### src/rtl/rclfr_pkg.sv
// Shared types, constants and codes of the RC link frame receiver.
package rclfr_pkg;

  localparam int FRAME_BYTES       = 26;
  localparam int PAYLOAD_FIRST     = 3;
  localparam int TYPE_POS          = 2;
  localparam int CHANNEL_BITS      = 11;
  localparam int CHANNEL_COUNT_DEF = 16;
  localparam int POS_W             = 5;
  localparam int BUF_W             = 18;
  localparam int CNT_W             = 5;
  localparam int CFG_W             = 16;

  localparam logic [7:0]  CRC_POLY          = 8'hD5;
  localparam logic [7:0]  SYNC_ADDRESS_RST  = 8'hC8;
  localparam logic [7:0]  FRAME_TYPE_RST    = 8'h16;
  localparam logic [15:0] TIMEOUT_RST       = 16'd300;

  // configuration register indexes
  localparam logic [1:0] CFG_SYNC_ADDRESS = 2'd0;
  localparam logic [1:0] CFG_FRAME_TYPE   = 2'd1;
  localparam logic [1:0] CFG_TIMEOUT      = 2'd2;

  localparam logic OP_BYTE = 1'b0;
  localparam logic OP_TICK = 1'b1;

  localparam logic KIND_CHANNEL  = 1'b0;
  localparam logic KIND_FAILSAFE = 1'b1;

  typedef enum logic [2:0] {
    ST_IDLE,
    ST_FAIL,
    ST_READ,
    ST_LOAD,
    ST_EMIT
  } state_t;

  typedef struct packed {
    logic start;
    logic load;
    logic shift;
  } unpack_ctrl_t;

  typedef struct packed {
    logic       opcode;
    logic [7:0] rx_byte;
  } in_t;

  typedef struct packed {
    logic        result_kind;
    logic [3:0]  channel_index;
    logic [10:0] channel_value;
    logic        failsafe;
    logic        last_of_run;
  } out_t;

endpackage

### src/rtl/rclfr_ram.sv
// Generic single-write, single-read RAM with registered read data.
module rclfr_ram #(
  parameter int WIDTH = 8,
  parameter int DEPTH = 26,
  localparam int AW = (DEPTH > 1) ? $clog2(DEPTH) : 1
) (
  input  logic             clk,
  input  logic             we,
  input  logic [AW-1:0]    waddr,
  input  logic [WIDTH-1:0] wdata,
  input  logic [AW-1:0]    raddr,
  output logic [WIDTH-1:0] rdata
);

  logic [WIDTH-1:0] mem [DEPTH];

  always_ff @(posedge clk) begin
    if (we) begin
      mem[waddr] <= wdata;
    end
    rdata <= mem[raddr];
  end

endmodule

### src/rtl/rclfr_crc8.sv
// One byte step of the CRC-8 (MSB first) over the frame body.
module rclfr_crc8 (
  input  logic [7:0] acc,
  input  logic [7:0] data,
  output logic [7:0] crc
);
  import rclfr_pkg::*;

  always_comb begin
    logic [7:0] v;
    v = acc ^ data;
    for (int b = 0; b < 8; b++) begin
      if (v[7]) begin
        v = {v[6:0], 1'b0} ^ CRC_POLY;
      end else begin
        v = {v[6:0], 1'b0};
      end
    end
    crc = v;
  end

endmodule

### src/rtl/rclfr_unpack.sv
// Bit buffer that merges payload bytes LSB first and peels off 11-bit channels.
module rclfr_unpack (
  input  logic                    clk,
  input  logic                    rst,
  input  rclfr_pkg::unpack_ctrl_t ctrl,
  input  logic [7:0]              rd_data,
  output logic                    have_ch,
  output logic [10:0]             channel_value
);
  import rclfr_pkg::*;

  logic [BUF_W-1:0] bits;
  logic [CNT_W-1:0] cnt;

  always_ff @(posedge clk) begin
    if (rst) begin
      cnt <= '0;
    end else if (ctrl.start) begin
      cnt <= '0;
    end else if (ctrl.load) begin
      cnt <= cnt + CNT_W'(8);
    end else if (ctrl.shift) begin
      cnt <= cnt - CNT_W'(CHANNEL_BITS);
    end
  end

  // a load only happens with fewer than 11 bits held, so the byte fits
  always_ff @(posedge clk) begin
    if (ctrl.start) begin
      bits <= '0;
    end else if (ctrl.load) begin
      bits <= bits | (BUF_W'(rd_data) << cnt);
    end else if (ctrl.shift) begin
      bits <= bits >> CHANNEL_BITS;
    end
  end

  assign have_ch       = cnt >= CNT_W'(CHANNEL_BITS);
  assign channel_value = bits[10:0];

endmodule

### src/rtl/rc_link_frame_receiver_top.sv
// Top level of the RC link frame receiver: framing, CRC, failsafe timer, unpack sequencer.
//
// Items arrive on item_valid/item_ready: a serial byte (opcode byte) or a
// one millisecond tick. Results leave on result_valid/result_ready through
// one output register. Config writes go through cfg_we/cfg_index/cfg_data.
// A byte or tick beat is taken whenever the sequencer is idle;
// CRC is folded in byte by byte, so bytes can follow back to back.
// A tick that trips the timeout yields one failsafe result: item_ready drops
// until the output register is free and takes it.
// The last byte of a good frame starts the unpack walk: each of the 22
// payload bytes costs a frame store read and a merge, and each channel a
// check state and an emit state; item_ready is low during that walk.
// A stalled receiver holds the output register; the walk waits on it at
// each emit, and a new beat is taken only once the walk has handed its last
// result to the output register.
// Reset (rst, synchronous) returns the config registers to their defaults,
// clears the byte position and the timer and sets failsafe. The frame store
// needs no clearing: every byte of a frame is written before it is read.
module rc_link_frame_receiver_top #(
  parameter int CHANNEL_COUNT = rclfr_pkg::CHANNEL_COUNT_DEF
) (
  input  logic                         clk,
  input  logic                         rst,
  input  logic                         item_valid,
  output logic                         item_ready,
  input  rclfr_pkg::in_t               item,
  output logic                         result_valid,
  input  logic                         result_ready,
  output rclfr_pkg::out_t              result,
  input  logic                         cfg_we,
  input  logic [1:0]                   cfg_index,
  input  logic [rclfr_pkg::CFG_W-1:0]  cfg_data
);
  import rclfr_pkg::*;

  logic [7:0]       sync_address;
  logic [7:0]       channel_frame_type;
  logic [15:0]      failsafe_timeout_ms;
  logic [POS_W-1:0] byte_position;
  logic [7:0]       crc;
  logic [7:0]       type_byte;
  logic [15:0]      ms_since_good_frame;
  logic             failsafe_flag;
  logic [POS_W-1:0] rd_idx;
  logic [3:0]       ch_idx;
  state_t           state, state_next;

  logic             accept, is_tick, byte_take, last_byte, frame_good, raise;
  logic             slot_free, have_ch, last_ch, rd_issue, emit_fs;
  logic [7:0]       crc_acc, crc_calc, rd_data;
  logic [15:0]      ms_inc;
  logic [10:0]      channel_value;
  logic [POS_W-1:0] rd_addr;
  unpack_ctrl_t     ctrl;

  assign item_ready = state == ST_IDLE;
  assign accept     = item_valid && item_ready;
  assign is_tick    = item.opcode == OP_TICK;
  assign byte_take  = accept && !is_tick &&
                      (byte_position != '0 || item.rx_byte == sync_address);
  assign last_byte  = byte_position == POS_W'(FRAME_BYTES - 1);
  assign crc_acc    = (byte_position == POS_W'(TYPE_POS)) ? 8'h00 : crc;
  assign frame_good = byte_take && last_byte && crc == item.rx_byte &&
                      type_byte == channel_frame_type;
  assign ms_inc     = (ms_since_good_frame == 16'hFFFF) ? ms_since_good_frame
                                                        : ms_since_good_frame + 16'd1;
  assign raise      = accept && is_tick && ms_inc > failsafe_timeout_ms && !failsafe_flag;
  assign slot_free  = !result_valid || result_ready;
  assign last_ch    = ch_idx == 4'(CHANNEL_COUNT - 1);
  assign rd_addr    = rd_idx + POS_W'(PAYLOAD_FIRST);

  rclfr_crc8 u_crc (
    .acc  (crc_acc),
    .data (item.rx_byte),
    .crc  (crc_calc)
  );

  rclfr_ram #(
    .WIDTH (8),
    .DEPTH (FRAME_BYTES)
  ) u_store (
    .clk   (clk),
    .we    (byte_take),
    .waddr (byte_position),
    .wdata (item.rx_byte),
    .raddr (rd_addr),
    .rdata (rd_data)
  );

  rclfr_unpack u_unpack (
    .clk           (clk),
    .rst           (rst),
    .ctrl          (ctrl),
    .rd_data       (rd_data),
    .have_ch       (have_ch),
    .channel_value (channel_value)
  );

  always_comb begin
    state_next = state;
    case (state)
      ST_IDLE: begin
        if (raise) begin
          state_next = ST_FAIL;
        end else if (frame_good) begin
          state_next = ST_READ;
        end
      end
      ST_FAIL: begin
        if (slot_free) begin
          state_next = ST_IDLE;
        end
      end
      ST_READ: begin
        state_next = have_ch ? ST_EMIT : ST_LOAD;
      end
      ST_LOAD: begin
        state_next = ST_READ;
      end
      ST_EMIT: begin
        if (slot_free) begin
          state_next = last_ch ? ST_IDLE : ST_READ;
        end
      end
      default: state_next = ST_IDLE;
    endcase
  end

  always_comb begin
    ctrl.start = frame_good;
    ctrl.load  = state == ST_LOAD;
    ctrl.shift = state == ST_EMIT && slot_free;
    rd_issue   = state == ST_READ && !have_ch;
    emit_fs    = state == ST_FAIL && slot_free;
  end

  always_ff @(posedge clk) begin
    if (rst) begin
      state <= ST_IDLE;
    end else begin
      state <= state_next;
    end
  end

  always_ff @(posedge clk) begin
    if (rst) begin
      sync_address        <= SYNC_ADDRESS_RST;
      channel_frame_type  <= FRAME_TYPE_RST;
      failsafe_timeout_ms <= TIMEOUT_RST;
    end else if (cfg_we) begin
      case (cfg_index)
        CFG_SYNC_ADDRESS: sync_address        <= cfg_data[7:0];
        CFG_FRAME_TYPE:   channel_frame_type  <= cfg_data[7:0];
        CFG_TIMEOUT:      failsafe_timeout_ms <= cfg_data;
        default: ;
      endcase
    end
  end

  always_ff @(posedge clk) begin
    if (rst) begin
      byte_position       <= '0;
      ms_since_good_frame <= '0;
      failsafe_flag       <= 1'b1;
      rd_idx              <= '0;
      ch_idx              <= '0;
      result_valid        <= 1'b0;
    end else begin
      if (byte_take) begin
        byte_position <= last_byte ? '0 : byte_position + POS_W'(1);
      end
      if (frame_good) begin
        ms_since_good_frame <= '0;
        failsafe_flag       <= 1'b0;
      end else if (accept && is_tick) begin
        ms_since_good_frame <= ms_inc;
        if (raise) begin
          failsafe_flag <= 1'b1;
        end
      end
      if (ctrl.start) begin
        rd_idx <= '0;
        ch_idx <= '0;
      end else begin
        if (rd_issue) begin
          rd_idx <= rd_idx + POS_W'(1);
        end
        if (ctrl.shift) begin
          ch_idx <= ch_idx + 4'd1;
        end
      end
      if (emit_fs || ctrl.shift) begin
        result_valid <= 1'b1;
      end else if (result_ready) begin
        result_valid <= 1'b0;
      end
    end
  end

  // body CRC and the type byte ride along with the incoming beats
  always_ff @(posedge clk) begin
    if (byte_take) begin
      crc <= crc_calc;
      if (byte_position == POS_W'(TYPE_POS)) begin
        type_byte <= item.rx_byte;
      end
    end
    if (emit_fs) begin
      result.result_kind   <= KIND_FAILSAFE;
      result.channel_index <= '0;
      result.channel_value <= '0;
      result.failsafe      <= 1'b1;
      result.last_of_run   <= 1'b1;
    end else if (ctrl.shift) begin
      result.result_kind   <= KIND_CHANNEL;
      result.channel_index <= ch_idx;
      result.channel_value <= channel_value;
      result.failsafe      <= 1'b0;
      result.last_of_run   <= last_ch;
    end
  end

endmodule
### config.mk
export PLATFORM = sky130hd
export DESIGN_NAME = rc_link_frame_receiver_top
export DESIGN_NICKNAME = d
export VERILOG_FILES = /design/src/rtl/rclfr_pkg.sv /design/src/rtl/rclfr_ram.sv /design/src/rtl/rclfr_crc8.sv /design/src/rtl/rclfr_unpack.sv /design/src/rtl/rc_link_frame_receiver_top.sv
export SDC_FILE = /design/constraint.sdc
export NUM_CORES = 1
export LEC_CHECK = 0
export BUFFER_PORTS_ARGS = -buffer_cell sky130_fd_sc_hd__buf_2
export CORE_UTILIZATION = 55
export DETAILED_ROUTE_END_ITERATION = 6
export PLACE_DENSITY = 0.75
export SLEW_MARGIN = 15
export SYNTH_ARGS = -nofsm -noshare
export SYNTH_HDL_FRONTEND = slang
export SYNTH_SLANG_ARGS = --single-unit
### constraint.sdc
create_clock -name clk -period 3.2 [get_ports clk]
set_input_delay 0.48 -clock clk [delete_from_list [all_inputs] [get_ports clk]]
set_output_delay 0.48 -clock clk [all_outputs]
set_load 0.02 [all_outputs]
# == After elaboration in Yosys (flattened, before gate mapping) ==
# Memory sizes are Yosys's and may differ from the RTL's. A register that Yosys moved wholly into a read port is not among the register bits.
# Index checks and enable logic that the tools add are counted.
# totals
reg_bits,123
latch_bits,0
n_memories,1
ram_bits,208
input_bits,32
output_inout_bits,20
mem_bits_ro,0
elab_cells,118
# classes
div,0
n_addsub,7
order_cmp,2
muxes,29
shifts,1
eq_ne,16
bitwise,10
n_reduce_logical,33
mul,0
# mem_list
name,depth,word_bits,rd,rd_clocked_by_memory_dff,wr,line,rtl
u_store.mem,26,8,1,1,1,rclfr_ram.sv:15,logic [WIDTH-1:0] mem [DEPTH];
# ops
operator,count
$mux W8,9
$not A5 Y5,8
$mux W18,2
$eq A8 B8 Y1,3
$or A18 B18 Y18,1
$shl A8 B5 Y18,1
$add A16 B1 Y16 const B,1
$eq A16 B16 Y1 const B,1
$gt A16 B16 Y1,1
$mux W16,1
$mux W3,5
$mux W5,3
$pmux W3 S5,1
$logic_and A1 B1 Y1,12
$add A5 B1 Y5 const B,2
$reduce_and A2 Y1,5
$reduce_bool A2 Y1,4
$xor A8 B8 Y8,1
$mux W1,7
$eq A3 B2 Y1 const B,2
$add A5 B2 Y5 const B,1
$add A5 B4 Y5 const B,1
$eq A5 B2 Y1 const B,1
$eq A5 B5 Y1 const B,1
18 further kinds,24

# == Logic depth before layout (Yosys ltp) ==
# Gate-level depths: netlist of the first run.
# depth
ltp_word,19
ltp_mapped,16
ltp_nobuf,13

# == Hierarchy ==
# From an unflattened synthesis of the first run, not the netlist that was laid out.
# unflattened
hier_cells,1238
hier_area_um2,15314.7
# by_module_without_submodules
mod,seq_area_each_um2,cells_per_inst,n_inst,area_per_inst_um2
rclfr_ram,6406.1,474,1,8463.1
rc_link_frame_receiver_top,2162.1,572,1,5041.1
rclfr_unpack,460.4,169,1,1486.4
rclfr_crc8,0.0,23,1,324.1

# == Worst setup path before layout of the first run ==
# OpenSTA, ideal clock, no wires.
# synth_path
kind,reg-to-reg
startpoint,register ms_since_good_frame[3]
endpoint,register failsafe_flag
arrival_time_ns,2.960
setup_ns,0.128
path_stages_with_launch,16
slack_ns,0.112
period_less_slack_ns,3.088
n_path_buf,3
path_cell_list,dfxtp_1 -> buf_2 -> and4_1 -> buf_2 -> and4_1 -> buf_6 -> nand3_1 -> nor2_1 -> mux2_1 -> ha_1 -> nand4_1 -> or3_1 -> o31a_1 -> o21ai_0 -> nor2b_1 -> o21bai_1
# synth_via
elab_chain_cells,7
word_cells_on_any_way,8
# synth_rtl
element,line,rtl
"start, declared",rc_link_frame_receiver_top.sv:42,logic [15:0] ms_since_good_frame;
"start signal, assigned",rc_link_frame_receiver_top.sv:176,ms_since_good_frame <= ms_inc;
$add A16 B1 Y16 or $eq A16 B16 Y1 (tied branches),"rc_link_frame_receiver_top.sv:66, rc_link_frame_receiver_top.sv:65",
$mux W16 *,rc_link_frame_receiver_top.sv:65,assign ms_inc = (ms_since_good_frame == 16'hFFFF) ? ms_since_good_frame
named net ms_inc[14],rc_link_frame_receiver_top.sv:51,logic [15:0] ms_inc;
$gt A16 B16 Y1 *,rc_link_frame_receiver_top.sv:67,assign raise = accept && is_tick && ms_inc > failsafe_timeout_ms && !failsafe_flag;
$logic_and A1 B1 Y1 * (2 in series),rc_link_frame_receiver_top.sv:67,
$reduce_bool A2 Y1 (no line) *,--,
$reduce_and A2 Y1 (no line) *,--,
"end signal, assigned",rc_link_frame_receiver_top.sv:164,failsafe_flag <= 1'b1;
"end signal, assigned",rc_link_frame_receiver_top.sv:174,failsafe_flag <= 1'b0;
"end signal, assigned",rc_link_frame_receiver_top.sv:178,failsafe_flag <= 1'b1;
"end, declared",rc_link_frame_receiver_top.sv:43,logic failsafe_flag;
# The timed path passes the listed nets; every way through them passes the cells marked *.
# A chain may end at the register's enable or synchronous reset.

# == Final worst setup path of the first run ==
# layout_path
startpoint,register ms_since_good_frame[8]
endpoint,register state[0]
# layout_via
elab_chain_cells,7
word_cells_on_any_way,10
# layout_rtl
element,line,rtl
$add A16 B1 Y16 or $eq A16 B16 Y1 (tied branches),"rc_link_frame_receiver_top.sv:66, rc_link_frame_receiver_top.sv:65",
$mux W16 *,rc_link_frame_receiver_top.sv:65,
named net ms_inc[14],rc_link_frame_receiver_top.sv:51,
$gt A16 B16 Y1 *,rc_link_frame_receiver_top.sv:67,
$logic_and A1 B1 Y1 * (2 in series),rc_link_frame_receiver_top.sv:67,
$mux W3 or $ne A3 B1 Y1 (tied branches),--,
$pmux W3 S5 or $reduce_and A3 Y1 (tied branches),--,
"end signal, assigned",rc_link_frame_receiver_top.sv:141,state <= state_next;
"end, declared",rc_link_frame_receiver_top.sv:46,"state_t state, state_next;"
# Marked as above.

==> results of run 1 <==
final cells by class:
type | instances | area share [%]
clock inverter | 15 | 0.692
sequential | 339 | 53.7
multi-input combinational | 713 | 32.4
inverter | 29 | 0.647
timing repair buffer | 114 | 4.41
tap | 335 | 2.49
clock buffer | 49 | 5.61
stage by stage:
step	util [%]	std cells	total power [uW]	instance area, um2	worst slack, ps
3_5_place_dp	59.9	1530	5140	15700	44.9
6_report	64.0	1594	8800	16800	201
2_1_floorplan	-	1142	5000	14800	112
3_3_place_gp	59.9	1530	5130	15700	127
5_1_grt	64.0	1594	9060	16800	41.8
4_1_cts	63.9	1594	8860	16800	27.8
layer usage:
layer,part of all wire (%),up-vias
met4,2.6,0
met1,44,4505
li1,-,4361
met5,0,-
met3,5.7,61
met2,48,270
power by group:
part	internal (uW)	total, uW	switching [uW]
clock	2090	3750	1660
combinational	133	334	201
sequential	4700	4720	18.3
total	6920	8800	1880
state kept, by name (all words and copies together) (netlist names), 16 cells and up:
register             cells
u_store.mem            208
result                  17
u_unpack.bits           18
failsafe_timeout_ms     16
ms_since_good_frame     16
how the worst min path moves through the flow:
stage,slack (ps),to,cells past startpoint
6_report,200,failsafe_timeout_ms[15],3
5_1_grt,200,failsafe_timeout_ms[8],2
4_1_cts,180,failsafe_timeout_ms[15],3
3_5_place_dp,440,result[7],2
3_3_place_gp,440,result[3],2
2_1_floorplan,430,result[3],2
cell families (layout without fill, tap and decap cells):
| group | count (synthesis) | after routing | share of synthesized area (%) |
|---|---|---|---|
| buf+inv | 90 | 207 | 2.60 |
| mux | 97 | 97 | 11.6 |
| xor+xnor | 88 | 88 | 5.44 |
| fa+ha+maj | 26 | 26 | 2.19 |
| flops | 339 | 339 | 60.8 |
| compound gates | 143 | 143 | 6.25 |
| simple gates | 359 | 359 | 11.1 |
layout by cell type (no fill, tap or decap), types with 4 or more instances in the layout:
cell and count:
clkinv_2 6, dfxtp_1 114, mux4_2 58, clkinv_1 5, nand3_1 24, buf_2 51
buf_4 62, or3_1 6, a21oi_1 48, clkbuf_1 11, mux2i_1 23, nand3b_1 6
nor3_1 8, o22ai_1 4, nand2b_1 5, clkbuf_16 35, xor2_1 46, nor2b_1 11
nor4_1 7, a22oi_1 8, o21ai_0 18, nor2_1 111, a211o_1 11, xnor2_1 38
mux2_2 13, nand2_1 142, nand4_1 14, edfxtp_1 224, o21a_1 7, ha_1 25
o21ai_1 11, inv_1 28, a31oi_1 7
worst max-delay path: cells and delay by family (launching register included):
kind	cells	cell delay [ps]
AND/OR/NAND/NOR	7	1320
AO/OA/AOI/OAI	3	560
multiplexers	1	350
adder cells (fa/ha/maj)	1	300
flip-flops	1	400
==> impl_metrics.ini, run 1 <==
[outcome]
status = complete, but fails checks
violations = DRC

[grt]
grtUsageTotal_pct = 23.2
met1_usage_pct = 31.5
antenna_found_initial = 0
grt_max_degree = 34
grtUsageMet3_pct = 4.05
grt_pass1_vias = 9107
grt.busiest_layer = met2
globalRoute.totalOverflow = 0
grt_pass1_wl_um = 49600
met2_usage_pct = 38.1

[finish]
area_growth_pct = 13.3
multi_input_area_um2 = 5450
nFillCells = 1947
n_antenna_cell = 0
regArea_um2 = 9030
fin_nets = 1290
final_layout_size_suffix_gt1_share_pct = 20.5

[setup_path]
crit_path_end_kind = flop
cp.required_ps = 3660
cp-endpoint = state[0]
worstSetupStartpointType = flop
r2r_end = state[0]
cp-startpoint = ms_since_good_frame[8]
critical_path.most_common_cell = nor2_1
critPathKind = flop to flop
slowest_delay_ps = 420
rrSetupSlack_ps = 200
rr_worst_depth = 12
crit_path_cell_trace = and2_4 > and4_4 > nand3_1 > nor2_1 > mux2_1 > ha_1 > nand4_1 > or3_1 > a211oi_1 > o21ai_2 > o21a_1 > nor2_1
r2r-start = ms_since_good_frame[8]
critPathMaxFanout = 7
crit_slowest_cell = or3_1
cp.arrival_ps = 3460

[timing]
tns_ps = 0
max_freq_mhz = 333
slew_violations = 0
holdWs_ps = 198
tightest_slew_ps = 1130
rsz0062_at_grt = no
slew_headroom_pct = 24.0
period_needed_ps = 3000
hold_viol_final = 0
setup_viol = 0
skew_ps = 17.7
finalCritPeriodShare_pct = 93.7

[detailed_routing]
first_pass_iters = 7
drt_iter0_drc = 786
drc = 7
ant_nets = 0
vias = 9197
wl_per_cell_um = 19.6
post_drt_via_cell_ratio = 5.77
wl_um = 31300

[place]
place_congestion = 0.856
hpwlAfterDp_um = 20300
io_buffers = 51

[pwr]
leakage_uw = 0.00597
ir_drop_mv = 0.474
cellPowerDensity_nw_per_um2 = 523

[die]
rows = 59
ios = 52
start_util_pct = 56.5
dieArea_um2 = 27700
fp.dieW_um = 166
core_region_area_um2 = 26300
die_h_um = 166

[synth]
ys_warn_count = 0
ys.flop_type = edfxtp_1
yosysSeqAreaShare_pct = 60.8
ys_top_cells_by_area = edfxtp_1 (45%), dfxtp_1 (16%), mux4_2 (8.8%)
synth.distinct_cells = 66
yosysTopAreaCellShare_pct = 45.3
synth_top_cell_by_area = edfxtp_1
synth_most_common_cell = edfxtp_1
synth_area_per_cell_um2 = 13.0
ys_top_cells_by_count = edfxtp_1 (224), nand2_1 (142), dfxtp_1 (115), nor2_1 (112), mux4_2 (58)
synth_cells = 1142
synthArstFlopShare_pct = 0
synth.net_count = 1200
synth_area_um2 = 14800
synth-edff-count = 224
ys_ff_latch = 339

[cts]
h-tree-depth = 2
clkTransAtPathRegs_ps = 60
clock-root-buffer = clkbuf_16
insertion_delay_ps = 530
cts_tree = yes
cts_hold_buf = 0
clockBufferDepth = 3
cts_buffers = 35
post_cts_resized = 0
clock_sinks = 339
cts_setup_buffers = 0

[hold_path]
min_path_type = primary input to flop
hold_start = cfg_data[15]

[flow_run]
cap_violations = 0
No activity file was read; power rests on OpenSTA's default activity.
==> run 2: changes to the inputs <==
- CTS_CLUSTER_DIAMETER: not set -> 150
- GPL_TIMING_DRIVEN: not set -> 0
==> impl_metrics.ini, run 2 (synthesis gave the netlist of run 1 again) <==
[detailed_routing]
drc = 7
vias = 9277
post_drt_via_cell_ratio = 5.80
first_pass_iters = 7
wl_um = 31700
drt_iter0_drc = 760
wl_per_cell_um = 19.8
ant_nets = 0

[setup_path]
worstSetupStartpointType = flop
crit_path_end_kind = flop
rr_worst_depth = 15
critPathMaxFanout = 6
cp.arrival_ps = 3530
cp.required_ps = 3580
critPathKind = flop to flop
rrSetupSlack_ps = 50

[finish]
n_antenna_cell = 0
fin_nets = 1294
nFillCells = 1924
area_growth_pct = 14.2
layout_commonest_cell = edfxtp_1
largest_register_ffs = 208
fin_util_pct = 64.5
top_regs = u_store.mem: 208 flops, u_unpack.bits: 18 flops, result: 17 flops
final_cell_mix = edfxtp_1 (224), nand2_1 (139), dfxtp_1 (111)
top_register = u_store.mem
final_layout_size_suffix_gt1_share_pct = 20.6
stdcell_count = 1599

[hold_path]
min_path_type = primary input to flop
hold_depth = 2

[cts]
clock_sinks = 339
h-tree-depth = 2
clock-root-buffer = clkbuf_16
cts_tree = yes
cts_hold_buf = 0
cts_buffers = 36
insertion_delay_ps = 520
clockBufferDepth = 3
clkTransAtPathRegs_ps = 60

[timing]
hold_viol_final = 0
max_freq_mhz = 318
period_needed_ps = 3150
tightest_slew_ps = 861
slew_headroom_pct = 42.4
skew_ps = 24.4
rsz0062_at_grt = yes
setup_viol = 0
finalCritPeriodShare_pct = 98.3
slew_violations = 0

[place]
dpl.cell_count = 1528
place_congestion = 0.862
hpwlAfterDp_um = 20800
io_buffers = 51

[grt]
globalRoute.totalOverflow = 0
grt_pass1_wl_um = 50700
grt_pass1_vias = 9400
antenna_found_initial = 0
grtUsageTotal_pct = 23.3
grt_max_degree = 32

[die]
core_region_area_um2 = 26300
ios = 52
dieArea_um2 = 27700
fp.dieW_um = 166
die_h_um = 166
rows = 59
start_util_pct = 56.5

[outcome]
status = complete, but fails checks
violations = DRC

[pwr]
ir_drop_mv = 0.479
cellPowerDensity_nw_per_um2 = 540
leakage_uw = 0.00593

[flow_run]
cap_violations = 0
==> run 2: cell types whose count changed in the layout (fill, tap and decap cells not counted), sizes merged <==
cell,previous run,this run
buf,114,86
bufinv,0,3
clkbuf,49,78
clkinv,14,13
inv,29,31
==> run 2: what timing repair did <==
action	4_1_cts	5_1_grt
endpoints found under the setup margin	123	90
resized for setup	46	19
gates cloned	0	0
buffers inserted	1	6
pin swaps	3	9
==> run 2: final timing paths <==
kind | start | end
max reg2reg | ms_since_good_frame[3] | failsafe_flag
min | cfg_data[8] | failsafe_timeout_ms[8]
min reg2reg | u_unpack.bits[6] | result[8]
max | ms_since_good_frame[3] | failsafe_flag
==> run 2: final cells by class <==
class | count | area [um2] | share of cell area, %
plain buffers | 59 | 330 | 1.95
well taps | 335 | 419 | 2.47
clock inverters | 19 | 209 | 1.23
repair buffers | 58 | 308 | 1.82
flip-flops and latches | 339 | 9030 | 53.3
inverters | 29 | 109 | 0.642
multi-input cells | 713 | 5580 | 32.9
clock buffers | 47 | 963 | 5.68
==> run 2: stage by stage <==
step | area [um2] | hold WS, ps | total power, uW | TNS, ps | worst slack, ps
floorplan | 14800 | 432 | 5000 | 0 | 112
global placement | 15500 | 438 | 5120 | -96310 | -870
detailed placement | 15500 | 446 | 5130 | -113700 | -961
CTS | 16800 | 166 | 9200 | 0 | 1.99
global route | 17000 | 168 | 9410 | -195 | -126
finish | 17000 | 180 | 9160 | 0 | 53.3
==> run 2: layer usage <==
metal	vias to the layer above	share of wire, %	GRT usage, %
li1	4374	-	-
met5	-	0	0
met4	0	2.0	6.80
met1	4578	44	31.9
met2	271	48	38.7
met3	54	5.5	3.98
==> run 2: report_power, final <==
group | internal (uW) | total [uW] | switching [uW]
combinational | 125 | 321 | 195
clock | 2400 | 4120 | 1720
sequential | 4700 | 4720 | 19.0
total | 7230 | 9160 | 1930
==> run 2: critical path, cell delays in order (launching register included) <==
cell	delay, ps
dfxtp_2	320
buf_6	110
and4_1	190
buf_6	120
and4_1	210
buf_6	140
nand3_4	100
nor2_4	120
mux2_4	320
ha_4	260
nand4_1	130
or3_4	420
o31a_1	260
o21ai_2	80
nor2b_1	160
o21bai_1	70
==> run 3: changes to the inputs <==
- CORE_UTILIZATION: 55 -> 56
- PLACE_DENSITY: 0.75 -> 0.76
==> impl_metrics.ini, run 3 (synthesis gave the netlist of run 1 again) <==
[outcome]
status = finished, final reports clean

[detailed_routing]
ant_nets = 0
wl_per_cell_um = 19.8
drt_iter0_drc = 914
post_drt_via_cell_ratio = 5.86
wl_um = 31600
vias = 9357
drc = 0
first_pass_iters = 5

[timing]
hold_viol_final = 0
skew_ps = 22.9
period_needed_ps = 3180
holdWs_ps = 159
finalCritPeriodShare_pct = 99.4
max_freq_mhz = 315
setup_viol = 0
tightest_slew_ps = 845
slew_violations = 0
slew_headroom_pct = 43.5

[place]
post_dp_cell_area_um2 = 15500
dpl.cell_count = 1528
io_buffers = 51
hpwlAfterDp_um = 20600
place_congestion = 0.898

[pwr]
cellPowerDensity_nw_per_um2 = 536
leakage_uw = 0.00595
ir_drop_mv = 0.547

[finish]
largest_register_ffs = 208
n_antenna_cell = 0
nFillCells = 1894
final_cell_mix = edfxtp_1 (224), nand2_1 (139), dfxtp_1 (111)
final_layout_size_suffix_gt1_share_pct = 21.0
fin_area_um2 = 17000
fin_nets = 1294
layout_commonest_cell = edfxtp_1
regArea_um2 = 9030
top_regs = u_store.mem: 208 flops, u_unpack.bits: 18 flops, result: 17 flops
stdcell_count = 1598
top_register = u_store.mem
area_growth_pct = 14.4
multi_input_area_um2 = 5600

[cts]
cts_tree = yes
clkTransAtPathRegs_ps = 60
clock_sinks = 339
cts_hold_buf = 0
h-tree-depth = 2
clockBufferDepth = 3
insertion_delay_ps = 530
cts_buffers = 36
clock-root-buffer = clkbuf_16

[setup_path]
critical_path.most_common_cell = buf_6
slowest_delay_ps = 610
cp-startpoint = ms_since_good_frame[3]
critPathMaxFanout = 6
crit_path_cell_trace = buf_6 > and4_1 > buf_6 > and4_1 > buf_6 > nand3_4 > nand2_4 > buf_4 > xnor2_1 > ha_1 > a2111oi_1 > a211oi_2 > o21ai_2 > nor2b_2 > o21bai_1
r2r-start = ms_since_good_frame[3]
crit_slowest_cell = a2111oi_1
worstSetupStartpointType = flop
crit_path_end_kind = flop
cp.required_ps = 3600
cp.arrival_ps = 3580
critPathKind = flop to flop

[hold_path]
min_path_type = primary input to flop
hold_start = cfg_data[8]

[die]
start_util_pct = 57.0
die_h_um = 165
fp.dieW_um = 165
rows = 59
ios = 52
dieArea_um2 = 27200
core_region_area_um2 = 26100

[flow_run]
cap_violations = 0

[grt]
grt_pass1_wl_um = 48800
grtUsageTotal_pct = 23.8
grt_pass1_vias = 8950
grt_max_degree = 32
antenna_found_initial = 1
globalRoute.totalOverflow = 0
==> run 3: what timing repair did <==
item	CTS	global route
endpoints found under the setup margin	123	10
buffers inserted	2	5
gates resized for setup	46	27
pin swaps	3	9
==> run 3: area by class of cell <==
class | instances | area share, %
Buffer | 59 | 1.99
Multi-Input combinational cell | 713 | 33.0
Clock buffer | 44 | 5.78
Clock inverter | 21 | 1.12
Sequential cell | 339 | 53.2
Inverter | 29 | 0.641
Tap cell | 335 | 2.47
Timing Repair Buffer | 58 | 1.83
==> run 3: worst paths after layout <==
kind	cells past startpoint	slack, ps	endpoint
max	15	20	failsafe_flag
min	2	160	failsafe_timeout_ms[8]
max reg2reg	15	20	failsafe_flag
min reg2reg	2	440	result[8]
==> run 3: layer usage <==
| metal | up-vias | wire length [um] | track usage [%] |
|---|---|---|---|
| li1 | 4383 | - | - |
| met3 | 63 | 1940 | 3.72 |
| met1 | 4592 | 13900 | 33.3 |
| met5 | - | 0 | 0 |
| met2 | 319 | 15100 | 38.6 |
| met4 | 0 | 670 | 6.92 |
==> run 3: critical path: cells and delay by family (launching register included) <==
| family | cells | cell delay [ps] |
|---|---|---|
| xor+xnor | 1 | 240 |
| flops | 1 | 310 |
| simple gates | 5 | 630 |
| buf+inv | 4 | 520 |
| fa+ha+maj | 1 | 310 |
| compound gates | 4 | 1030 |
==> run 3: power breakdown <==
| part | leakage [uW] | switching [uW] | internal, uW |
|---|---|---|---|
| combinational | 0.00244 | 195 | 125 |
| clock | 0.000568 | 1710 | 2360 |
| sequential | 0.00295 | 18.6 | 4700 |
==> run 3: through the flow <==
step	util (%)	TNS (ps)	worst slack, ps	power, uW
3_3_place_gp	59.6	-94250	-844	5120
6_report	65.2	0	20.6	9110
3_5_place_dp	59.6	-103970	-877	5130
4_1_cts	64.7	0	4.62	9150
2_1_floorplan	-	0	112	5000
5_1_grt	65.2	-62.9	-62.9	9350
